==> config.mk <==
export PLATFORM = sky130hd
export DESIGN_NAME = ukst_back
export DESIGN_NICKNAME = d
export VERILOG_FILES = /design/src/rtl/core/ukst_pkg.sv /design/src/rtl/core/ukst_back.sv
export SDC_FILE = /design/constraint.sdc
export NUM_CORES = 2
export LEC_CHECK = 0
export BUFFER_PORTS_ARGS = -buffer_cell sky130_fd_sc_hd__buf_2
export CAP_MARGIN = 20
export CORE_UTILIZATION = 50
export DETAILED_ROUTE_END_ITERATION = 7
export PLACE_DENSITY_LB_ADDON = 0.3
export SLEW_MARGIN = 20
export SYNTH_ARGS = -nofsm -noshare
export SYNTH_HDL_FRONTEND = slang
export SYNTH_SLANG_ARGS = --single-unit
==> constraint.sdc <==
create_clock -name clock -period 23.8 [get_ports clock]
set_clock_uncertainty 0.05 [all_clocks]
set_input_delay 3.57 -clock clock [delete_from_list [all_inputs] [get_ports clock]]
set_output_delay 3.57 -clock clock [all_outputs]
set_load 0.01 [all_outputs]
==> src/rtl/core/ukst_pkg.sv <==
// Shared types, constants and lookup tables for the ultrasonic slope tracker.
`timescale 1ns / 1ps
package ukst_pkg;

   localparam int MAX_WINDOW   = 16;
   localparam int ECHO_W       = 16;
   localparam int DIST_W       = 19;
   localparam int EST_W        = 20;
   localparam int VAR_W        = 24;
   localparam int GAIN_W       = 17;
   localparam int SLOPE_W      = 21;
   localparam int SS_W         = 24;
   localparam int SIW_W        = 28;
   localparam int CNT_W        = 5;
   localparam int DIV_W        = 41;
   localparam int DIV_CNT_W    = $clog2(DIV_W + 1);
   localparam int REQ_DATA_W   = 48;
   localparam int RSP_DATA_W   = 104;
   localparam int CSR_ADDR_W   = 2;
   localparam int CSR_DATA_W   = 16;

   localparam logic [DIST_W-1:0]  DIST_MAX  = 19'd524287;
   localparam logic [VAR_W-1:0]   VAR_MAX   = 24'hFFFFFF;
   localparam logic [GAIN_W-1:0]  GAIN_ONE  = 17'h10000;

   // Register indexes of the configuration port
   localparam logic [CSR_ADDR_W-1:0] CSR_PROCESS_NOISE     = 2'd0;
   localparam logic [CSR_ADDR_W-1:0] CSR_MEASUREMENT_NOISE = 2'd1;
   localparam logic [CSR_ADDR_W-1:0] CSR_WINDOW_LEN        = 2'd2;
   localparam logic [CSR_ADDR_W-1:0] CSR_CM_PER_US_SCALE   = 2'd3;

   typedef struct packed {
      logic [9:0]  process_noise;
      logic [9:0]  measurement_noise;
      logic [4:0]  window_len;
      logic [15:0] cm_per_us_scale;
   } ukst_cfg_type;

   typedef struct packed {
      logic [ECHO_W-1:0] front_echo_us;
      logic [ECHO_W-1:0] right_echo_us;
      logic [ECHO_W-1:0] left_echo_us;
   } ukst_item_type;

   typedef struct packed {
      logic             start;
      logic [DIV_W-1:0] num;
      logic [DIV_W-1:0] den;
   } ukst_div_req_type;

   typedef struct packed {
      logic             done;
      logic [DIV_W-1:0] quot;
   } ukst_div_rsp_type;

   // Sum of indices 0..m-1
   function automatic logic [6:0] slope_sx(input logic [CNT_W-1:0] m);
      logic [9:0] prod;
      prod = 10'({5'd0, m} * ({5'd0, m} - 10'd1));
      return prod[7:1];
   endfunction

   // m * sum(i^2) - (sum i)^2 over indices 0..m-1
   function automatic logic [12:0] slope_den(input logic [CNT_W-1:0] m);
      logic [12:0] d;
      unique case (m)
         5'd2:    d = 13'd1;
         5'd3:    d = 13'd6;
         5'd4:    d = 13'd20;
         5'd5:    d = 13'd50;
         5'd6:    d = 13'd105;
         5'd7:    d = 13'd196;
         5'd8:    d = 13'd336;
         5'd9:    d = 13'd540;
         5'd10:   d = 13'd825;
         5'd11:   d = 13'd1210;
         5'd12:   d = 13'd1716;
         5'd13:   d = 13'd2366;
         5'd14:   d = 13'd3185;
         5'd15:   d = 13'd4200;
         5'd16:   d = 13'd5440;
         default: d = 13'd0;
      endcase
      return d;
   endfunction

endpackage

==> src/rtl/core/ukst_back.sv <==
// Datapath sequencer: distances, Kalman updates, variance, window regression.
`timescale 1ns / 1ps
module ukst_back (
   input  logic                            clock,
   input  logic                            reset,
   input  ukst_pkg::ukst_cfg_type          cfg,
   input  logic                            item_valid,
   input  ukst_pkg::ukst_item_type         item,
   output logic                            item_pop,
   output ukst_pkg::ukst_div_req_type      div_req,
   input  ukst_pkg::ukst_div_rsp_type      div_rsp,
   output logic                            rsp_tvalid,
   input  logic                            rsp_tready,
   output logic [ukst_pkg::RSP_DATA_W-1:0] rsp_tdata,
   output logic                            rsp_tuser
);
   import ukst_pkg::*;

   typedef enum logic [3:0] {
      S_IDLE, S_MEAS, S_GDIV, S_GWAIT, S_KMUL, S_KADD, S_VMUL, S_VADD,
      S_WIN, S_NMUL, S_NSUB, S_SWAIT, S_OUT
   } state_type;

   localparam logic signed [23:0] DIST_LO = 24'sd0;
   localparam logic signed [23:0] DIST_HI = 24'sd524287;
   localparam logic signed [23:0] MID_LO  = -24'sd262144;
   localparam logic signed [23:0] MID_HI  = 24'sd262143;
   localparam logic signed [SLOPE_W-1:0] SLOPE_LO = {1'b1, {(SLOPE_W-1){1'b0}}};
   localparam logic signed [SLOPE_W-1:0] SLOPE_HI = {1'b0, {(SLOPE_W-1){1'b1}}};

   state_type                 state_ff;
   ukst_item_type             item_ff;
   logic [1:0]                ch_ff;
   logic [DIST_W-1:0]         meas_ff [3];
   logic signed [EST_W-1:0]   est_ff [4];
   logic [VAR_W-1:0]          p_ff;
   logic [GAIN_W-1:0]         gain_ff;
   logic signed [38:0]        kprod_ff;
   logic [40:0]               vprod_ff;
   logic [CNT_W-1:0]          wcnt_ff;
   logic [CNT_W-1:0]          m_ff;
   logic signed [SS_W-1:0]    ss_ff;
   logic signed [SIW_W-1:0]   siw_ff;
   logic signed [34:0]        t1_ff;
   logic signed [31:0]        t2_ff;
   logic                      neg_ff;
   logic signed [SLOPE_W-1:0] slope_ff;
   logic                      fresh_ff;
   ukst_div_req_type          div_req_ff;
   logic                      rsp_valid_ff;
   logic [RSP_DATA_W-1:0]     rsp_data_ff;
   logic                      rsp_user_ff;

   logic [ECHO_W-1:0]         echo;
   logic [30:0]               dprod;
   logic [DIST_W-1:0]         dist_in;
   logic [24:0]               gden;
   logic signed [20:0]        mid_diff;
   logic signed [20:0]        mid_half;
   logic signed [EST_W-1:0]   k_meas;
   logic signed [20:0]        k_diff;
   logic signed [38:0]        kprod_in;
   logic signed [23:0]        k_sum;
   logic signed [EST_W-1:0]   est_in;
   logic [25:0]               vsum;
   logic [VAR_W-1:0]          p_in;
   logic [CNT_W-1:0]          n_eff;
   logic [CNT_W-1:0]          c_next;
   logic signed [25:0]        cy;
   logic signed [SS_W-1:0]    ss_in;
   logic signed [SIW_W-1:0]   siw_in;
   logic signed [34:0]        num;
   logic [34:0]               num_mag;
   logic [12:0]               dn;
   logic signed [SLOPE_W-1:0] slope_in;
   logic                      rsp_load;
   logic                      div_start;

   always_comb begin
      unique case (ch_ff)
         2'd0:    echo = item_ff.left_echo_us;
         2'd1:    echo = item_ff.right_echo_us;
         default: echo = item_ff.front_echo_us;
      endcase
      dprod   = 31'(echo[ECHO_W-1:1] * cfg.cm_per_us_scale);
      dist_in = (dprod[30:8] > 23'(DIST_MAX)) ? DIST_MAX : dprod[26:8];
      gden    = 25'(p_ff) + {7'd0, cfg.measurement_noise, 8'd0};

      // Midline measurement: floor of half the filtered left-right difference
      mid_diff = 21'(est_ff[0]) - 21'(est_ff[1]);
      mid_half = mid_diff >>> 1;
      k_meas   = (ch_ff == 2'd3) ? mid_half[EST_W-1:0] : $signed({1'b0, meas_ff[ch_ff]});
      k_diff   = 21'(k_meas) - 21'(est_ff[ch_ff]);
      kprod_in = $signed({1'b0, gain_ff}) * k_diff;
      k_sum    = 24'(est_ff[ch_ff]) + 24'($signed(kprod_ff[38:16]));
      if (ch_ff == 2'd3) begin
         est_in = (k_sum < MID_LO) ? EST_W'(MID_LO) :
                  (k_sum > MID_HI) ? EST_W'(MID_HI) : k_sum[EST_W-1:0];
      end else begin
         est_in = (k_sum < DIST_LO) ? EST_W'(DIST_LO) :
                  (k_sum > DIST_HI) ? EST_W'(DIST_HI) : k_sum[EST_W-1:0];
      end

      vsum = {1'b0, vprod_ff[40:16]} + {8'd0, cfg.process_noise, 8'd0};
      p_in = (vsum > 26'(VAR_MAX)) ? VAR_MAX : vsum[VAR_W-1:0];

      priority if (cfg.window_len < 5'd2) begin
         n_eff = 5'd2;
      end else if (cfg.window_len > CNT_W'(MAX_WINDOW)) begin
         n_eff = CNT_W'(MAX_WINDOW);
      end else begin
         n_eff = cfg.window_len;
      end
      c_next = wcnt_ff + 1'b1;
      cy     = $signed({1'b0, wcnt_ff}) * est_ff[3];
      ss_in  = ss_ff + SS_W'(est_ff[3]);
      siw_in = siw_ff + SIW_W'(cy);

      num     = t1_ff - 35'(t2_ff);
      num_mag = num[34] ? 35'(-num) : 35'(num);
      dn      = slope_den(m_ff);
      if (neg_ff) begin
         slope_in = (div_rsp.quot > DIV_W'(1048576)) ? SLOPE_LO :
                    SLOPE_W'(-$signed({1'b0, div_rsp.quot[SLOPE_W-1:0]}));
      end else begin
         slope_in = (div_rsp.quot > DIV_W'(1048575)) ? SLOPE_HI :
                    $signed(div_rsp.quot[SLOPE_W-1:0]);
      end
   end

   assign item_pop  = (state_ff == S_IDLE) && item_valid;
   assign rsp_load  = (state_ff == S_OUT) && (!rsp_valid_ff || rsp_tready);
   assign div_start = ((state_ff == S_GDIV) && (gden != '0)) ||
                      ((state_ff == S_NSUB) && (dn != '0));

   always_ff @(posedge clock) begin
      if (reset) begin
         state_ff     <= S_IDLE;
         ch_ff        <= 2'd0;
         est_ff       <= '{default: '0};
         p_ff         <= '0;
         gain_ff      <= '0;
         wcnt_ff      <= '0;
         ss_ff        <= '0;
         siw_ff       <= '0;
         slope_ff     <= '0;
         fresh_ff     <= 1'b0;
         div_req_ff   <= '0;
         rsp_valid_ff <= 1'b0;
      end else begin
         div_req_ff.start <= div_start;
         if (rsp_load) begin
            rsp_valid_ff <= 1'b1;
         end else if (rsp_tready) begin
            rsp_valid_ff <= 1'b0;
         end
         unique case (state_ff)
            S_IDLE: begin
               if (item_valid) begin
                  item_ff  <= item;
                  ch_ff    <= 2'd0;
                  fresh_ff <= 1'b0;
                  state_ff <= S_MEAS;
               end
            end
            S_MEAS: begin
               meas_ff[ch_ff] <= dist_in;
               if (ch_ff == 2'd2) begin
                  state_ff <= S_GDIV;
               end else begin
                  ch_ff <= ch_ff + 2'd1;
               end
            end
            S_GDIV: begin
               ch_ff <= 2'd0;
               if (gden == '0) begin
                  gain_ff  <= '0;
                  state_ff <= S_KMUL;
               end else begin
                  div_req_ff.num   <= {1'b0, p_ff, 16'd0};
                  div_req_ff.den   <= DIV_W'(gden);
                  state_ff         <= S_GWAIT;
               end
            end
            S_GWAIT: begin
               if (div_rsp.done) begin
                  gain_ff  <= div_rsp.quot[GAIN_W-1:0];
                  state_ff <= S_KMUL;
               end
            end
            S_KMUL: begin
               kprod_ff <= kprod_in;
               state_ff <= S_KADD;
            end
            S_KADD: begin
               est_ff[ch_ff] <= est_in;
               if (ch_ff == 2'd3) begin
                  state_ff <= S_VMUL;
               end else begin
                  ch_ff    <= ch_ff + 2'd1;
                  state_ff <= S_KMUL;
               end
            end
            S_VMUL: begin
               vprod_ff <= 41'((GAIN_ONE - gain_ff) * p_ff);
               state_ff <= S_VADD;
            end
            S_VADD: begin
               p_ff     <= p_in;
               state_ff <= S_WIN;
            end
            S_WIN: begin
               ss_ff   <= ss_in;
               siw_ff  <= siw_in;
               wcnt_ff <= c_next;
               m_ff    <= c_next;
               if (c_next >= n_eff) begin
                  state_ff <= S_NMUL;
               end else begin
                  state_ff <= S_OUT;
               end
            end
            S_NMUL: begin
               t1_ff    <= $signed({1'b0, m_ff}) * siw_ff;
               t2_ff    <= $signed({1'b0, slope_sx(m_ff)}) * ss_ff;
               state_ff <= S_NSUB;
            end
            S_NSUB: begin
               neg_ff <= num[34];
               if (dn == '0) begin
                  slope_ff <= '0;
                  fresh_ff <= 1'b1;
                  wcnt_ff  <= '0;
                  ss_ff    <= '0;
                  siw_ff   <= '0;
                  state_ff <= S_OUT;
               end else begin
                  div_req_ff.num   <= DIV_W'(num_mag);
                  div_req_ff.den   <= DIV_W'(dn);
                  state_ff         <= S_SWAIT;
               end
            end
            S_SWAIT: begin
               if (div_rsp.done) begin
                  slope_ff <= slope_in;
                  fresh_ff <= 1'b1;
                  wcnt_ff  <= '0;
                  ss_ff    <= '0;
                  siw_ff   <= '0;
                  state_ff <= S_OUT;
               end
            end
            S_OUT: begin
               if (rsp_load) begin
                  rsp_data_ff  <= {7'd0, slope_ff, est_ff[3][DIST_W-1:0],
                                   est_ff[2][DIST_W-1:0], est_ff[1][DIST_W-1:0],
                                   est_ff[0][DIST_W-1:0]};
                  rsp_user_ff  <= fresh_ff;
                  state_ff     <= S_IDLE;
               end
            end
            default: state_ff <= S_IDLE;
         endcase
      end
   end

   assign div_req    = div_req_ff;
   assign rsp_tvalid = rsp_valid_ff;
   assign rsp_tdata  = rsp_data_ff;
   assign rsp_tuser  = rsp_user_ff;

   a_gain_bound: assert property (@(posedge clock) disable iff (reset)
      gain_ff <= GAIN_ONE) else $error("gain above unity");

   a_window_bound: assert property (@(posedge clock) disable iff (reset)
      wcnt_ff <= CNT_W'(MAX_WINDOW)) else $error("window count out of range");

   a_div_wait: assert property (@(posedge clock) disable iff (reset)
      div_rsp.done |-> (state_ff == S_GWAIT || state_ff == S_SWAIT))
      else $error("divider result with no waiting step");

   a_pop_idle: assert property (@(posedge clock) disable iff (reset)
      item_pop |=> (state_ff == S_MEAS && ch_ff == 2'd0))
      else $error("item taken without starting distance step");

endmodule

Word level (Yosys, flattened, before mapping) --
Memory sizes are Yosys's and may differ from the RTL's. A register that Yosys moved wholly into a read port is not among the register bits. Index checks and enable logic that the tools add are counted.
Word-level totals: bits in registers 589, bits in writable memories 57, ROM bits 416, bits of input ports 135, output and inout port bits 190, logic and storage cells 192, memories 2
Cells by class: add/subtract/negate cells 14, multipliers 7, order comparisons 13, eq/ne operators 26, mux-type cells 65, bitwise gates (word level) 2, reduce and logical (&&, ||, !) cells 35
Memories:
- (name not given) | words 32, bits a word 13, read ports 1, clocked after memory_dff 1, wr ports 0, line ukst_pkg.sv:66 | unique case (m)
- meas_ff | words 3, bits a word 19, read ports 1, clocked after memory_dff 1, wr ports 1, line ukst_back.sv:34 | logic [DIST_W-1:0] meas_ff [3];
Operator list (number):
- 20-bit two-way mux | 9
- 82-bit two-way mux | 2
- 82-bit case mux with 2 select lines | 1
- 21-bit two-way mux | 5
- 28-bit case mux with 3 select lines | 1
- 80-bit bitwise mux | 1
- 24-bit two-way mux | 3
- 24-bit case mux with 3 select lines | 1
- 28-bit two-way mux | 2
- 4-bit case mux with 13 select lines | 1
- 21-bit case mux with 2 select lines | 1
- 20-bit by 20-bit subtractor with 21-bit output | 2
- 41-bit by 20-bit greater-than comparator with 1-bit output (second input constant) | 1
- 41-bit by 21-bit greater-than comparator with 1-bit output (second input constant) | 1
- 18-bit by 25-bit multiplier with 41-bit output | 1
- 20-bit binary-select mux with 2-bit select | 1
- 20-bit demux with 2-bit select | 1
- 18-bit by 21-bit multiplier with 39-bit output | 1
- 35-bit two-way mux | 1
- 35-bit negator | 1
- 35-bit by 32-bit subtractor with 35-bit output | 1
- 6-bit by 28-bit multiplier with 34-bit output | 1
- 17-bit two-way mux | 2
- 17-bit case mux with 2 select lines | 1
- 61 further kinds | 120

Longest topological paths before layout --
word-level depth 10, gate-level depth with buffers 47, gate-level depth less buffers 46

Worst setup path after synthesis --
No wires, ideal clock.
path type register to register, start point reg (tool-made name), end point reg kprod_ff[38] (data pin), setup time 0.260 ns, arrival 10.220 ns, required time 23.490 ns, path slack 13.270 ns, stages on the path, launching flop included 44, path buffers 3, clock period less this slack 10.530 ns, path through dfxtp_1 clkbuf_1 clkbuf_1 mux2i_1 o21ai_0 a21oi_1 ha_1 inv_1 fa_1 a21o_1 a21oi_1 o21ai_0 a21oi_1 o21bai_1 a21oi_1 o21ai_0 o41a_1 a21oi_1 (+8 left out) inv_1 fa_1 inv_1 fa_1 inv_1 fa_1 ha_1 a21o_1 a21o_1 a2111oi_0 a21oi_1 and3_1 a211o_1 a41oi_1 a21oi_1 a21oi_1 o21bai_1 xnor2_1
RTL lines:
- end signal: assignment | line ukst_back.sv:192 | kprod_ff <= kprod_in;
- end: declaration | line ukst_back.sv:38 | logic signed [38:0] kprod_ff;

Final worst setup path --
start point reg ch_ff[0], end point reg kprod_ff[38] (data pin)
On the way: longest elaborated chain between the ends 6, elaborated cells on any way between the ends 8, those cells by class add/sub (1); mul (1); eq/ne (1); mux (4); bitwise (1)
Ends and longest elaborated chain:
- start: declaration | line ukst_back.sv:33 | logic [1:0] ch_ff;
- start signal: assignment | line ukst_back.sv:171 | ch_ff <= ch_ff + 2'd1;
- start signal: assignment | line ukst_back.sv:200 | ch_ff <= ch_ff + 2'd1;
- 2-bit inverter with 3-bit output (not written as such) | line ukst_back.sv:93 | k_diff = 21'(k_meas) - 21'(est_ff[ch_ff]);
- 20-bit binary-select mux with 2-bit select | line ukst_back.sv:93
- 20-bit two-way mux (not written as such) (2 in series) | line ukst_back.sv:93
- 20-bit by 20-bit subtractor with 21-bit output (*) | line ukst_back.sv:93
- 18-bit by 21-bit multiplier with 39-bit output (*) | line ukst_back.sv:94 | kprod_in = $signed({1'b0, gain_ff}) * k_diff;
- named net kprod_in[38] | line ukst_back.sv:62 | logic signed [38:0] kprod_in;
Mark *: on every way through the listed nets, which the timed path passes. The rest lies on a longest branch. The select of a mux whose other input is x is not followed. A chain may end at the register's enable or synchronous reset.

==> results_dict.tcl <==
set metrics [dict create \
    drv_cap 0 \
    rows 146 \
    cp.required_ns 24.18 \
    hpwlAfterDp_mm 169 \
    worst-path-max-fanout 35 \
    die_area_um2 161000 \
    start_util_pct 50.4 \
    synth_seq_cells 608 \
    hold_path_class "reg -> reg" \
    cp-start-kind "flop" \
    cts_resized 0 \
    critPathMaxStageDelay_ns 0.89 \
    drt-total-wl_mm 220 \
    final_nets 10800 \
    drv_slew 0 \
    grt_pass1_vias 63900 \
    globalRouteTotalUtil_pct 27.6 \
    synth-edff-count 320 \
    path_clk_slew_ns 0.06 \
    die_h_um 402 \
    io_buffers 297 \
    grt_remaining_overflow 0 \
    gp_routability_congestion 0.920 \
    tightest_slew_ns 1.21 \
    fmax_ghz 0.0810 \
    drtIter0Drc 4790 \
    hp-start "slope_ff[15]" \
    period_share_pct 51.8 \
    crit_path_end_kind "flop" \
    setup-violations-final 0 \
    outcome "complete, no violations" \
    postCtsSetupRepairBufs 0 \
    grt_antenna_before_repair 18 \
    synth_ff_type "edfxtp_1" \
    crit_slowest_cell "dfxtp_2" \
    setup_ws_ns 11.46 \
    dp_slack_ns 11.55 \
    slew_headroom_pct 19.3 \
    final.min_clock_period_ns 12.34 \
    cts_buffers 75 \
    seqCellArea_um2 15400 \
    cts_sinks 608 \
    cts_tree "yes" \
    p_leak_nw 41.1 \
    reg2reg_to "kprod_ff[38]" \
    fin_util_pct 54.3 \
    async_reset_ff_share_pct 0 \
    layout-drive-gt1-share_pct 7.38 \
    grt_max_degree 74 \
    nFillCells 14300 \
    ant_nets 0 \
    worstHoldEndpoint "rsp_tdata[91]" \
    ioPinCount 325 \
    ctsHoldBuffers 0 \
    vias 62000 \
    die_w_um 402 \
    ff2ff_setup_slack_ns 11.46 \
    ys_types 90 \
    syn_area_per_cell_um2 9.12 \
    p_per_area_nw_per_um2 110 \
    drc 0 \
    synthesis.area_um2 79900 \
    final_common_cell "inv_1" \
    min_path_cells 0 \
    grt_pass1_wl_mm 350 \
    ys_seq_area_share_pct 19.2 \
    arrival_ns 12.72 \
    vias_per_cell 5.65 \
    final_hold_viol_count 0 \
    synthesis.instances 8763 \
    clk_latency_ns 0.73 \
    ff2ff_path_depth 41 \
    final_cell_mix "inv_1, fa_1, nand2_1" \
    clockRootBuffer "clkbuf_16" \
    reg2reg_from "ch_ff[0]" \
    vdd_drop_max_v 0.000421 \
    dr.pass1.iters 6 \
    cts_buffer_depth 3 \
    multi_input_area_um2 57800 \
    h-tree-depth 3 \
    yosys_warnings 0 \
    area_delta_synth_final_pct 7.84 \
    path_class "reg -> reg" \
    power_w 0.00950 \
    setup_tns_ns 0 \
    core_area_um2 159000 \
    wl_per_cell_um 20.0 \
    rsz0062_at_grt "false" \
]
-- metal layers --
metal  global-route usage [%]  part of all wire, %
met5                        0                0.032
met4                     9.41                  3.6
met3                     6.40                  9.1
met2                     44.4                   46
met1                     36.5                   41
-- cells by family (layout without fill, tap and decap cells) --
kind of cell	Yosys count	count (layout)	synth area share (%)
AND/OR/NAND/NOR	2720	2720	16.5
adder cells (fa/ha/maj)	1878	1878	40.6
buffers and inverters	1877	1991	8.95
AO/OA/AOI/OAI	1302	1302	10.2
flip-flops	608	608	19.2
XOR/XNOR	317	317	3.47
multiplexers	60	60	1.07
other	1	28	0.00469
-- registers in the layout (all words and copies together) (netlist names), named ones only --
name	count
rsp_tuser	1
slope_ff	21
est_ff	80
kprod_ff	23
fresh_ff	1
meas_ff	57
dn	13
wcnt_ff	5
state_ff	4
item_ff	45
m_ff	5
ss_ff	24
rsp_tdata	97
gain_ff	17
siw_ff	28
rsp_tvalid	1
vprod_ff	25
t1_ff	34
div_req	66
ch_ff	2
p_ff	24
t2_ff	32
neg_ff	1
-- area by class of cell --
type	instances	area share, %
Multi-Input combinational cell	6301	67.0
Sequential cell	608	17.8
Inverter	1439	6.27
Tap cell	2072	3.01
Timing Repair Buffer	415	2.78
Clock buffer	108	2.59
Clock inverter	29	0.450
Antenna cell	4	0.0116
-- synthesized netlist by cell type (all sizes together), types with 58 or more instances --
| library cell | instances | share of area, % |
|---|---|---|
| inv | 1439 | 6.8 |
| fa | 1194 | 30 |
| nand2 | 1151 | 5.4 |
| ha | 678 | 11 |
| and2 | 591 | 4.6 |
| a21oi | 447 | 2.8 |
| clkbuf | 392 | 1.8 |
| nor2 | 334 | 1.6 |
| edfxtp | 320 | 12 |
| dfxtp | 288 | 7.2 |
| o21ai | 287 | 1.8 |
| xnor2 | 224 | 2.5 |
| nand3 | 141 | 0.88 |
| a21o | 119 | 1.1 |
| nor3 | 110 | 0.70 |
| xor2 | 93 | 1.0 |
| and3 | 63 | 0.49 |
| o21a | 59 | 0.55 |
| a22oi | 58 | 0.55 |
-- per-stage QoR --
stage               hold WS, ns  cell area [um2]  std cells
detailed placement        0.366            83500      10800
floorplan                 0.358            80000       8786
CTS                       0.380            86100      11000
global placement          0.364            83500      10800
finish                    0.378            86200      11000
global route              0.386            86200      11000
-- worst max-delay path by stage --
stage | startpoint | endpoint | slack (ns) | cells past startpoint
after floorplan | flop | kprod_ff[38] | 13.27 | 43
after global placement | ch_ff[0] | kprod_ff[38] | 11.64 | 41
after detailed placement | ch_ff[0] | kprod_ff[38] | 11.55 | 41
after CTS | ch_ff[0] | kprod_ff[38] | 11.46 | 41
after global routing | ch_ff[0] | kprod_ff[38] | 10.67 | 41
final | ch_ff[0] | kprod_ff[38] | 11.46 | 41
-- critical path: cells and delay by family, from the launching register on --
kind,cells,cell delay [ns]
AOI/OAI and AO/OA,23,5.40
adders and majority gates,10,4.39
DFF,1,0.89
buffers and inverters,6,0.85
and+or+nand+nor,1,0.29
xor gates and xnor gates,1,0.14
-- report_power, final --
| group | switching (W) | internal (W) |
|---|---|---|
| Clock | 0.000517 | 0.000697 |
| Sequential | 0.0000338 | 0.00145 |
| Combinational | 0.00404 | 0.00277 |
Note: power is estimated with default switching activity, not from simulation.
