<file path="config.mk">
export PLATFORM = sky130hd
export DESIGN_NAME = ukst_front
export DESIGN_NICKNAME = d
export VERILOG_FILES = /design/src/rtl/core/ukst_pkg.sv /design/src/rtl/core/ukst_front.sv
export SDC_FILE = /design/constraint.sdc
export NUM_CORES = 1
export LEC_CHECK = 0
export ABC_AREA = 1
export ABC_CLOCK_PERIOD_IN_PS = 8100
export BUFFER_PORTS_ARGS = -buffer_cell sky130_fd_sc_hd__buf_2
export CAP_MARGIN = 20
export CORE_ASPECT_RATIO = 1.4
export CORE_MARGIN = 5
export CORE_UTILIZATION = 30
export CTS_BUF_LIST = sky130_fd_sc_hd__clkbuf_2
export CTS_CLUSTER_SIZE = 24
export DETAILED_ROUTE_END_ITERATION = 8
export PLACE_DENSITY = 0.58
export SYNTH_ARGS = -nofsm -noshare
export SYNTH_HDL_FRONTEND = slang
export SYNTH_SLANG_ARGS = --single-unit
</file>
<file path="constraint.sdc">
create_clock -name clock -period 8.1 [get_ports clock]
set_clock_uncertainty 0.15 [all_clocks]
set_input_delay 0.81 -clock clock [delete_from_list [all_inputs] [get_ports clock]]
set_output_delay 0.81 -clock clock [all_outputs]
set_load 0.005 [all_outputs]
</file>
<file path="src/rtl/core/ukst_pkg.sv">
// Shared types, constants and lookup tables for the ultrasonic slope tracker.
`timescale 1ns / 1ps
package ukst_pkg;

   localparam int MAX_WINDOW   = 16;
   localparam int ECHO_W       = 16;
   localparam int DIST_W       = 19;
   localparam int EST_W        = 20;
   localparam int VAR_W        = 24;
   localparam int GAIN_W       = 17;
   localparam int SLOPE_W      = 21;
   localparam int SS_W         = 24;
   localparam int SIW_W        = 28;
   localparam int CNT_W        = 5;
   localparam int DIV_W        = 41;
   localparam int DIV_CNT_W    = $clog2(DIV_W + 1);
   localparam int REQ_DATA_W   = 48;
   localparam int RSP_DATA_W   = 104;
   localparam int CSR_ADDR_W   = 2;
   localparam int CSR_DATA_W   = 16;

   localparam logic [DIST_W-1:0]  DIST_MAX  = 19'd524287;
   localparam logic [VAR_W-1:0]   VAR_MAX   = 24'hFFFFFF;
   localparam logic [GAIN_W-1:0]  GAIN_ONE  = 17'h10000;

   // Register indexes of the configuration port
   localparam logic [CSR_ADDR_W-1:0] CSR_PROCESS_NOISE     = 2'd0;
   localparam logic [CSR_ADDR_W-1:0] CSR_MEASUREMENT_NOISE = 2'd1;
   localparam logic [CSR_ADDR_W-1:0] CSR_WINDOW_LEN        = 2'd2;
   localparam logic [CSR_ADDR_W-1:0] CSR_CM_PER_US_SCALE   = 2'd3;

   typedef struct packed {
      logic [9:0]  process_noise;
      logic [9:0]  measurement_noise;
      logic [4:0]  window_len;
      logic [15:0] cm_per_us_scale;
   } ukst_cfg_type;

   typedef struct packed {
      logic [ECHO_W-1:0] front_echo_us;
      logic [ECHO_W-1:0] right_echo_us;
      logic [ECHO_W-1:0] left_echo_us;
   } ukst_item_type;

   typedef struct packed {
      logic             start;
      logic [DIV_W-1:0] num;
      logic [DIV_W-1:0] den;
   } ukst_div_req_type;

   typedef struct packed {
      logic             done;
      logic [DIV_W-1:0] quot;
   } ukst_div_rsp_type;

   // Sum of indices 0..m-1
   function automatic logic [6:0] slope_sx(input logic [CNT_W-1:0] m);
      logic [9:0] prod;
      prod = 10'({5'd0, m} * ({5'd0, m} - 10'd1));
      return prod[7:1];
   endfunction

   // m * sum(i^2) - (sum i)^2 over indices 0..m-1
   function automatic logic [12:0] slope_den(input logic [CNT_W-1:0] m);
      logic [12:0] d;
      unique case (m)
         5'd2:    d = 13'd1;
         5'd3:    d = 13'd6;
         5'd4:    d = 13'd20;
         5'd5:    d = 13'd50;
         5'd6:    d = 13'd105;
         5'd7:    d = 13'd196;
         5'd8:    d = 13'd336;
         5'd9:    d = 13'd540;
         5'd10:   d = 13'd825;
         5'd11:   d = 13'd1210;
         5'd12:   d = 13'd1716;
         5'd13:   d = 13'd2366;
         5'd14:   d = 13'd3185;
         5'd15:   d = 13'd4200;
         5'd16:   d = 13'd5440;
         default: d = 13'd0;
      endcase
      return d;
   endfunction

endpackage

</file>
<file path="src/rtl/core/ukst_front.sv">
// Input side: two-entry queue that takes request beats ahead of the datapath.
`timescale 1ns / 1ps
module ukst_front (
   input  logic                          clock,
   input  logic                          reset,
   input  logic                          req_tvalid,
   output logic                          req_tready,
   input  logic [ukst_pkg::REQ_DATA_W-1:0] req_tdata,
   output logic                          item_valid,
   output ukst_pkg::ukst_item_type       item,
   input  logic                          item_pop
);
   import ukst_pkg::*;

   ukst_item_type item_ff [2];
   logic          wr_ptr_ff;
   logic          rd_ptr_ff;
   logic [1:0]    count_ff;
   logic          push;

   assign req_tready = (count_ff != 2'd2);
   assign push       = req_tvalid && req_tready;
   assign item_valid = (count_ff != 2'd0);
   assign item       = item_ff[rd_ptr_ff];

   always_ff @(posedge clock) begin
      if (push) begin
         item_ff[wr_ptr_ff] <= ukst_item_type'(req_tdata);
      end
   end

   always_ff @(posedge clock) begin
      if (reset) begin
         wr_ptr_ff <= 1'b0;
         rd_ptr_ff <= 1'b0;
         count_ff  <= 2'd0;
      end else begin
         if (push) begin
            wr_ptr_ff <= ~wr_ptr_ff;
         end
         if (item_pop) begin
            rd_ptr_ff <= ~rd_ptr_ff;
         end
         count_ff <= count_ff + 2'(push) - 2'(item_pop);
      end
   end

endmodule

</file>
==> Word-level counts from Yosys, hierarchy flattened <==
Memories as Yosys holds them, arrays and structs flattened. A register that Yosys moved wholly into a read port is not among the register bits.
Index checks and enable logic that the tools add are counted.
{ "classes": {"n_addsub": 2, "n_eq_ne": 1, "n_mux": 4, "n_bitwise": 2, "reduce_logical": 2} }
{ "ops": {"columns": ["cell", "count"], "rows": [
  ["$mux 1", 4],
  ["$add 2x1->2", 1],
  ["$ne 2x2->1 const B", 1],
  ["$not 1->1", 2],
  ["$reduce_bool 2->1", 1],
  ["$sub 2x1->2", 1],
  ["$logic_and 1x1->1", 1]
]} }
{ "totals": {"reg_bits": 4, "ram_bits": 96, "elab_cells": 15, "n_memories": 1} }
{ "memory_table": {"columns": ["name", "depth", "width", "read_ports", "rd_clocked_by_memory_dff", "wr", "line", "text"], "rows": [
  ["item_ff", 2, 48, 1, 1, 1, "ukst_front.sv:15", "ukst_item_type item_ff [2];"]
]} }

==> Longest topological paths before layout <==
Gate-level depths: netlist of run 1.
{ "depth": {"ltp_word": 4, "depth_mapped": 11, "mapped_depth_nobuf": 11} }

==> Least setup slack after synthesis of run 1 <==
Ideal clock, no wire load.
{ "synth_path": {"kind": "input-to-reg", "from": "in req_tvalid", "to": "mem item_ff[0][0] (netlist name), enable pin", "t_arrival_ns": 2.971, "required_time_ns": 7.496, "slack_ns": 4.525, "path_stages": 2, "n_path_buf": 0, "path_cell_list": "nand2_1 nor2_1"} }
{ "synth_between": {"elab_chain_len": 3} }
{ "synth_lines": {"columns": ["item", "line", "text"], "rows": [
  ["from (decl)", "ukst_front.sv:6", "input logic req_tvalid,"],
  ["$logic_and 1x1->1", "ukst_front.sv:22", "assign push = req_tvalid && req_tready;"],
  ["$mux 1", "ukst_front.sv:27", "if (push) begin"],
  ["$mux 1 (implied by the code)", "ukst_front.sv:28", "item_ff[wr_ptr_ff] <= ukst_item_type'(req_tdata);"],
  ["to (decl)", "ukst_front.sv:15", null]
]} }
Every way passes these cells.

==> flow_metrics.env, run 1 <==
export IMPL_post_place_cells=430
export IMPL_yosysWarningCount=0
export IMPL_synthFlopType="edfxtp_1"
export IMPL_cts_root_buf="clkbuf_2"
export IMPL_synth_area_leaders="edfxtp_1, mux2_2, mux2_4, dfxtp_1, buf_6"
export IMPL_htree_levels=3
export IMPL_grt_total_usage=0.0951
export IMPL_coreArea_um2=12300
export IMPL_drc=0
export IMPL_cp_arrival_ns=2.24
export IMPL_period_minus_slack_ns=3.20
export IMPL_post_synth_top_count_cell="edfxtp_1"
export IMPL_tightest_slew_ns=0.644
export IMPL_finalHoldViolations=0
export IMPL_power_density_nw_per_um2=224
export IMPL_grt_pass1_vias=2111
export IMPL_clk_pin_slew_ns=0.26
export IMPL_port_buffers=101
export IMPL_finalSetupViolations=0
export IMPL_via_count=1935
export IMPL_end_kind="primary output"
export IMPL_clock_fmax_mhz=313
export IMPL_hold_class="primary input to flip-flop"
export IMPL_initial_core_util=0.306
export IMPL_drive_gt1_frac=0.578
export IMPL_drt_iter0_drc=45
export IMPL_vias_per_cell=4.34
export IMPL_p_leak_nw=1.75
export IMPL_drtPass1Iterations=4
export IMPL_overflow=0
export IMPL_hp_start="req_tdata[3]"
export IMPL_syn_area_um2=3770
export IMPL_syn_to_final_growth_pct=21.3
export IMPL_peakVddDrop_mv=0.0898
export IMPL_fp_dieH_um=143
export IMPL_diodes=0
export IMPL_std_cell_rows=48
export IMPL_synth_area_leader_cell="edfxtp_1"
export IMPL_cp_start_kind="flip-flop"
export IMPL_cts_sinks=101
export IMPL_finalWeightedCongestion=0.639
export IMPL_synth_nets=234
export IMPL_die_x_um=105
export IMPL_cts_setup_buffers=0
export IMPL_yosys_cell_types_count=13
export IMPL_grt_max_degree=41
export IMPL_fin_setup_tns_ns=0
export IMPL_wl_per_cell_um=15.8
export IMPL_critical_path_class="flip-flop to primary output"
export IMPL_timing_rr_start="count_ff[0]"
export IMPL_async_reset_ff_frac=0
export IMPL_rsz0062_at_grt="false"
export IMPL_relSlewSlack=0.571
export IMPL_synth_edf_count=96
export IMPL_cp_required_ns=7.14
export IMPL_nNetsFinal=344
export IMPL_synth_ff_latch_count=101
export IMPL_grt_pass1_wl_um=11000
export IMPL_cts_buffers=9
export IMPL_maxSlewViolCount=0
export IMPL_cap_violations=0
export IMPL_period_share=0.395
export IMPL_antenna_found_initial=0
export IMPL_hpwl_um=4680
export IMPL_syn_avg_cell_area_um2=20.8
export IMPL_clk_latency_ns=0.52
export IMPL_status="complete, no violations"
export IMPL_seq_area_frac_synth=0.792
export IMPL_post_cts_resized=0
export IMPL_io_pin_count=102
export IMPL_cts_tree="done"
export IMPL_dieArea_um2=14900
export IMPL_clock_path_buffers=2
export IMPL_synth_top_cell_area_share=0.765
export IMPL_ant_nets=0
export IMPL_cts_hold_buf=0
export IMPL_ys_top_cells_by_count="edfxtp_1, mux2_2, mux2_4"
export IMPL_stdcell_count=446
export IMPL_critPathMaxFanout=40
export IMPL_wl_um=7050
export IMPL_syn_inst=181
==> worst paths after layout <==
path,end,cells after the start,slack [ns]
min reg2reg,wr_ptr_ff,2,0.38
max,item[4],3,4.90
min,item_ff[0][3],1,0.29
max reg2reg,item_ff[1][8],5,5.85
==> routing by layer <==
layer,GRT usage,share of wire,up-vias
li1,-,-,908
met2,0.163,0.51,63
met3,0.0318,0.064,7
met1,0.108,0.41,957
met4,0.0411,0.017,0
met5,0,0,-
==> layout make-up <==
class | count | area [um^2]
fillers | 1140 | 7740
clock buffers | 11 | 55.1
well taps | 150 | 188
repair buffers | 104 | 528
clock inverters | 5 | 60.1
flip-flops and latches | 101 | 2980
multi-input cells | 69 | 733
inverters | 6 | 22.5
==> per-stage QoR <==
stage / setup slack [ns] / instance area [um^2] / power [mW] / utilization / hold slack (ns)
2_1_floorplan: 4.53 / 3770 / 0.735 / - / 0.298
3_3_place_gp: 5.45 / 4460 / 0.802 / 0.362 / 0.346
3_5_place_dp: 5.44 / 4460 / 0.806 / 0.362 / 0.351
4_1_cts: 4.77 / 4570 / 1.05 / 0.371 / 0.207
5_1_grt: 4.69 / 4570 / 1.08 / 0.371 / 0.182
6_report: 4.90 / 4570 / 1.02 / 0.371 / 0.288
==> cells in the final DEF, fill, tap and decap left out, types with 2 or more instances in the layout <==
cell type | netlist | routed
nand3_1 | 2 | 2
mux2_2 | 28 | 28
inv_1 | 6 | 6
clkbuf_2 | 0 | 11
nand2_1 | 8 | 8
dfxtp_1 | 5 | 4
mux2_4 | 20 | 20
nor2_1 | 6 | 4
buf_4 | 0 | 3
buf_2 | 2 | 101
nor2_4 | 0 | 2
edfxtp_1 | 96 | 96
xnor2_1 | 2 | 2
a21oi_1 | 2 | 2
==> kinds of logic after synthesis <==
group / synth area share
flip-flops: 0.792
multiplexers: 0.163
AND/OR/NAND/NOR: 0.0166
buffers and inverters: 0.0176
AO/OA/AOI/OAI: 0.00266
XOR/XNOR: 0.00465
adder cells (fa/ha/maj): 0.00332
==> power breakdown <==
| part | switching, mW | leakage [nW] | internal, mW | total [mW] |
|---|---|---|---|---|
| clock | 0.161 | 0.0725 | 0.0751 | 0.237 |
| sequential | 0.0122 | 0.936 | 0.622 | 0.635 |
| combinational | 0.0769 | 0.741 | 0.0769 | 0.154 |
==> critical path, stage by stage, from the launching register on <==
cell     delay (ns)
dfxtp_2        0.55
buf_4          0.59
mux2_2         0.42
buf_2          0.14
==> flip-flops by register name (all words and copies together) (netlist names), named ones only <==
signal	count
item_ff	96
count_ff	2
rd_ptr_ff	1
wr_ptr_ff	1
No activity file was read; power rests on OpenSTA's default activity.
==> run 2: changes to the inputs <==
--- a/config.mk
+++ b/config.mk
@@ -6,7 +6,7 @@
 export NUM_CORES = 1
 export LEC_CHECK = 0
 export ABC_AREA = 1
-export ABC_CLOCK_PERIOD_IN_PS = 8100
+export ABC_CLOCK_PERIOD_IN_PS = 3290
 export BUFFER_PORTS_ARGS = -buffer_cell sky130_fd_sc_hd__buf_2
 export CAP_MARGIN = 20
 export CORE_ASPECT_RATIO = 1.4
==> constraint.sdc (replaced) <==
create_clock -name clock -period 3.29 [get_ports clock]
set_clock_uncertainty 0.15 [all_clocks]
set_input_delay 0.329 -clock clock [delete_from_list [all_inputs] [get_ports clock]]
set_output_delay 0.329 -clock clock [all_outputs]
set_load 0.005 [all_outputs]
==> flow_metrics.env, run 2 (synthesis gave the netlist of run 1 again) <==
export IMPL_syn_to_final_growth_pct=35.5
export IMPL_grt_total_usage=0.0998
export IMPL_fin_total_pwr_mw=2.53
export IMPL_clk_pin_slew_ns=0.25
export IMPL_cp_arrival_ns=2.12
export IMPL_period_minus_slack_ns=2.60
export IMPL_vias_per_cell=4.25
export IMPL_largest_reg_flops=96
export IMPL_cts_root_buf="clkbuf_2"
export IMPL_htree_levels=3
export IMPL_cap_violations=0
export IMPL_maxSlewViolCount=0
export IMPL_hold_class="primary input to flip-flop"
export IMPL_ant_nets=0
export IMPL_critical_path_class="flip-flop to primary output"
export IMPL_antenna_found_initial=0
export IMPL_clock_path_buffers=2
export IMPL_post_place_cells=430
export IMPL_stdcell_count=496
export IMPL_cp_required_ns=2.81
export IMPL_wl_um=7400
export IMPL_via_count=2107
export IMPL_rsz0062_at_grt="false"
export IMPL_critPathMaxFanout=30
export IMPL_overflow=0
export IMPL_layout_common_cells="buf_2, edfxtp_1, dlygate4sd3_1, mux2_2, mux2_4"
export IMPL_nNetsFinal=396
export IMPL_largest_registers="item_ff: 96 flops, count_ff: 2 flops"
export IMPL_p_leak_nw=1.97
export IMPL_cts_buffers=9
export IMPL_port_buffers=101
export IMPL_hp_start="req_tdata[14]"
export IMPL_dieArea_um2=14900
export IMPL_cp_start_kind="flip-flop"
export IMPL_finalWeightedCongestion=0.634
export IMPL_period_share=0.790
export IMPL_grt_use_met3=0.0291
export IMPL_cts_sinks=101
export IMPL_cts_tree="done"
export IMPL_io_pin_count=102
export IMPL_initial_core_util=0.306
export IMPL_finalSetupViolations=0
export IMPL_grt_pass1_vias=2353
export IMPL_worst_path_largest_cell_delay_ns=0.79
export IMPL_slowest_stage="dfxtp_2"
export IMPL_grtUsageMet1=0.109
export IMPL_regMostFlops="item_ff"
export IMPL_clock_fmax_mhz=385
export IMPL_peakVddDrop_mv=0.209
export IMPL_power_density_nw_per_um2=495
export IMPL_path_delay_family="flip-flops"
export IMPL_crit_buf_inv=2
export IMPL_relSlewSlack=0.577
export IMPL_critical_path_depth=3
export IMPL_grt_busiest_layer="met2"
export IMPL_tightest_slew_ns=0.634
export IMPL_std_cell_rows=48
export IMPL_r2r_setup_slack_ns=1.24
export IMPL_drive_gt1_frac=0.480
export IMPL_drt_iter0_drc=67
export IMPL_nFillCells=1089
export IMPL_end_kind="primary output"
export IMPL_clk_latency_ns=0.50
export IMPL_timing_critical_path_cells="buf_12 -> mux2_2 -> buf_2"
export IMPL_layout_commonest_cell="buf_2"
export IMPL_drtPass1Iterations=4
export IMPL_drc=0
export IMPL_die_x_um=105
export IMPL_fin_setup_tns_ns=0
export IMPL_grt_pass1_wl_um=11500
export IMPL_coreArea_um2=12300
export IMPL_post_cts_resized=0
export IMPL_wl_per_cell_um=14.9
export IMPL_fp_dieH_um=143
export IMPL_ff2ff_path_depth=5
export IMPL_diodes=0
export IMPL_finalHoldViolations=0
export IMPL_hpwl_um=4730
export IMPL_rr_endpoint="item_ff[1][28]"
export IMPL_status="complete, no violations"
export IMPL_grt_max_degree=31
export IMPL_endpoint="item[4]"
export IMPL_use_met2=0.181
export IMPL_timing_rr_start="count_ff[0]"
## run 2: cell types whose count changed in the layout (fill, tap and decap cells not counted)
cell	delta
clkinv_2	-1
dlygate4sd3_1	+52
clkbuf_2	-1
clkinv_4	-1
inv_6	-1
clkinv_1	+3
buf_4	-3
buf_12	+3
clkinvlp_4	-1
## run 2: worst min path at each step
| stage | to | slack, ns | cells after the start |
|---|---|---|---|
| finish | item_ff[1][14] | 0.37 | 2 |
| global route | item_ff[1][8] | 0.28 | 2 |
| CTS | item_ff[0][7] | 0.28 | 2 |
| detailed placement | rd_ptr_ff | 0.35 | 2 |
| global placement | rd_ptr_ff | 0.34 | 2 |
| floorplan | wr_ptr_ff | 0.25 | 1 |
## run 2: through the flow
| stage | area, um^2 | utilization | setup WS (ns) | hold WS [ns] |
|---|---|---|---|---|
| 4_1_cts | 5100 | 0.415 | 0.524 | 0.280 |
| 2_1_floorplan | 3770 | - | 0.0538 | 0.248 |
| 5_1_grt | 5100 | 0.415 | 0.487 | 0.281 |
| 6_report | 5100 | 0.415 | 0.693 | 0.366 |
| 3_3_place_gp | 4490 | 0.365 | 1.21 | 0.344 |
| 3_5_place_dp | 4490 | 0.365 | 1.20 | 0.354 |
## run 2: area by class of cell
class / instances / area, um^2 / share of cell area
flip-flops and latches: 101 / 2980 / 0.585
inverters: 6 / 22.5 / 0.00441
clock buffers: 10 / 50.0 / 0.00980
clock inverters: 4 / 41.3 / 0.00809
well taps: 150 / 188 / 0.0368
multi-input cells: 69 / 733 / 0.144
repair buffers: 156 / 1090 / 0.213
## run 2: what timing repair did
| item | 4_1_cts | 5_1_grt |
|---|---|---|
| endpoints found under the hold margin | 101 | 0 |
| hold buffers | 52 | 0 |
| buffers inserted | 0 | 0 |
| endpoints found under the setup margin | 0 | 0 |
## run 2: power by group
| group | switching (mW) | internal [mW] |
|---|---|---|
| combinational | 0.188 | 0.241 |
| sequential | 0.0380 | 1.53 |
| clock | 0.365 | 0.164 |
| total | 0.591 | 1.94 |
## run 2: layer usage
layer | up-vias | part of all wire
met2 | 57 | 0.57
li1 | 1014 | -
met1 | 1029 | 0.38
met3 | 7 | 0.046
met5 | - | 0
met4 | 0 | 0.011
## run 2: worst reg2reg max path: stages (launching register included)
cell and delay (ns):
dfxtp_1 0.39, inv_1 0.06, nand2_1 0.10, nand2_1 0.22, nor2_4 0.55, buf_12 0.29
==> run 3: changes to the inputs <==
--- a/config.mk
+++ b/config.mk
@@ -6,7 +6,7 @@
 export NUM_CORES = 1
 export LEC_CHECK = 0
 export ABC_AREA = 1
-export ABC_CLOCK_PERIOD_IN_PS = 3290
+export ABC_CLOCK_PERIOD_IN_PS = 2400
 export BUFFER_PORTS_ARGS = -buffer_cell sky130_fd_sc_hd__buf_2
 export CAP_MARGIN = 20
 export CORE_ASPECT_RATIO = 1.4
==> constraint.sdc (replaced) <==
create_clock -name clock -period 2.4 [get_ports clock]
set_clock_uncertainty 0.15 [all_clocks]
set_input_delay 0.24 -clock clock [delete_from_list [all_inputs] [get_ports clock]]
set_output_delay 0.24 -clock clock [all_outputs]
set_load 0.005 [all_outputs]
==> flow_metrics.env, run 3 (synthesis gave the netlist of run 1 again) <==
export IMPL_status="complete, no violations"
export IMPL_cts_sinks=101
export IMPL_finalHoldViolations=0
export IMPL_slowest_stage="mux2_2"
export IMPL_cap_violations=0
export IMPL_critical_path_class="flip-flop to primary output"
export IMPL_rsz0062_at_grt="false"
export IMPL_cts_buffers=9
export IMPL_post_route_util=0.412
export IMPL_wl_um=7050
export IMPL_relSlewSlack=0.707
export IMPL_clk_latency_ns=0.51
export IMPL_coreArea_um2=12300
export IMPL_p_leak_nw=1.97
export IMPL_cp_start_kind="flip-flop"
export IMPL_io_pin_count=102
export IMPL_drt_iter0_drc=55
export IMPL_grt_total_usage=0.0970
export IMPL_vias_per_cell=4.25
export IMPL_tightest_slew_ns=0.440
export IMPL_layout_common_cells="buf_2, edfxtp_1, dlygate4sd3_1, mux2_2, mux2_4"
export IMPL_via_count=2125
export IMPL_cts_setup_buffers=0
export IMPL_clock_fmax_mhz=454
export IMPL_clock_path_buffers=2
export IMPL_wl_per_cell_um=14.1
export IMPL_peakVddDrop_mv=0.230
export IMPL_drc=0
export IMPL_nNetsFinal=398
export IMPL_period_minus_slack_ns=2.20
export IMPL_hpwl_um=4660
export IMPL_grt_pass1_wl_um=11300
export IMPL_port_buffers=101
export IMPL_fp_dieH_um=143
export IMPL_grt_max_degree=32
export IMPL_hold_ws_ns=0.258
export IMPL_diodes=0
export IMPL_std_cell_rows=48
export IMPL_die_x_um=105
export IMPL_power_density_nw_per_um2=667
export IMPL_period_share=0.918
export IMPL_cts_tree="done"
export IMPL_maxSlewViolCount=0
export IMPL_largest_reg_flops=96
export IMPL_grt_pass1_vias=2337
export IMPL_clk_pin_slew_ns=0.25
export IMPL_ant_nets=0
export IMPL_hold_class="primary input to flip-flop"
export IMPL_cp_arrival_ns=1.81
export IMPL_overflow=0
export IMPL_largest_registers="item_ff: 96 flops, count_ff: 2 flops"
export IMPL_end_kind="primary output"
export IMPL_dieArea_um2=14900
export IMPL_layout_commonest_cell="buf_2"
export IMPL_drive_gt1_frac=0.491
export IMPL_path_delay_family="buffers and inverters"
export IMPL_initial_core_util=0.306
export IMPL_finalSetupViolations=0
export IMPL_finalWeightedCongestion=0.648
export IMPL_worst_path_largest_cell_delay_ns=0.40
export IMPL_syn_to_final_growth_pct=34.7
export IMPL_cts_root_buf="clkbuf_2"
export IMPL_antenna_found_initial=0
export IMPL_regMostFlops="item_ff"
export IMPL_cp_required_ns=2.01
export IMPL_timing_critical_path_cells="buf_4 -> mux2_2 -> buf_2"
export IMPL_htree_levels=3
export IMPL_drtPass1Iterations=4
export IMPL_crit_buf_inv=2
export IMPL_critPathMaxFanout=28
-- run 3: cell count changes in the layout (fill, tap and decap cells not counted) --
cell / change
bufinv_16: -1
buf_12: -3
clkinv_1: -1
buf_4: +6
clkbuf_2: +2
dlygate4sd3_1: -1
clkinv_4: +2
-- run 3: path summary, 6_finish.rpt --
| check | to | depth (start not counted) | start | slack, ns |
|---|---|---|---|---|
| worst max-delay path | item[13] | 3 | flip-flop | 0.20 |
| worst min-delay path | item_ff[1][14] | 2 | req_tdata[14] | 0.26 |
| worst max register to register | count_ff[1] | 11 | count_ff[0] | 0.60 |
| worst min register to register | wr_ptr_ff | 2 | wr_ptr_ff | 0.40 |
-- run 3: final cells by class --
| class | count | area, um^2 |
|---|---|---|
| tap | 150 | 188 |
| multi-input combinational | 69 | 733 |
| clock inverter | 4 | 25.0 |
| sequential | 101 | 2980 |
| inverter | 6 | 22.5 |
| fill | 1139 | 7240 |
| clock buffer | 12 | 60.1 |
| timing repair buffer | 158 | 1060 |
-- run 3: routing by layer --
| layer | vias up | track usage | part of all wire |
|---|---|---|---|
| met5 | - | 0 | 0 |
| met4 | 0 | 0.0431 | 0.017 |
| met3 | 8 | 0.0395 | 0.070 |
| met2 | 66 | 0.175 | 0.54 |
| met1 | 1035 | 0.0982 | 0.37 |
| li1 | 1016 | - | - |
-- run 3: repair_timing --
action	in CTS	in global routing
hold buffers	51	0
resized for setup	0	0
endpoints found under the hold margin	101	0
-- run 3: power by group --
group	internal [mW]	switching [mW]
logic	0.321	0.272
clock network	0.148	0.510
registers	2.10	0.0337
total	2.57	0.815
-- run 3: stage by stage --
step	power [mW]	setup slack, ns	cell area (um^2)	cells	TNS (ns)
floorplan	2.48	-0.0533	3770	181	-5.12
global placement	2.71	0.688	4480	433	0
detailed placement	2.72	0.634	4480	433	0
CTS	3.45	0.0921	5070	500	0
global route	3.58	0.0275	5070	500	0
finish	3.38	0.196	5070	500	0
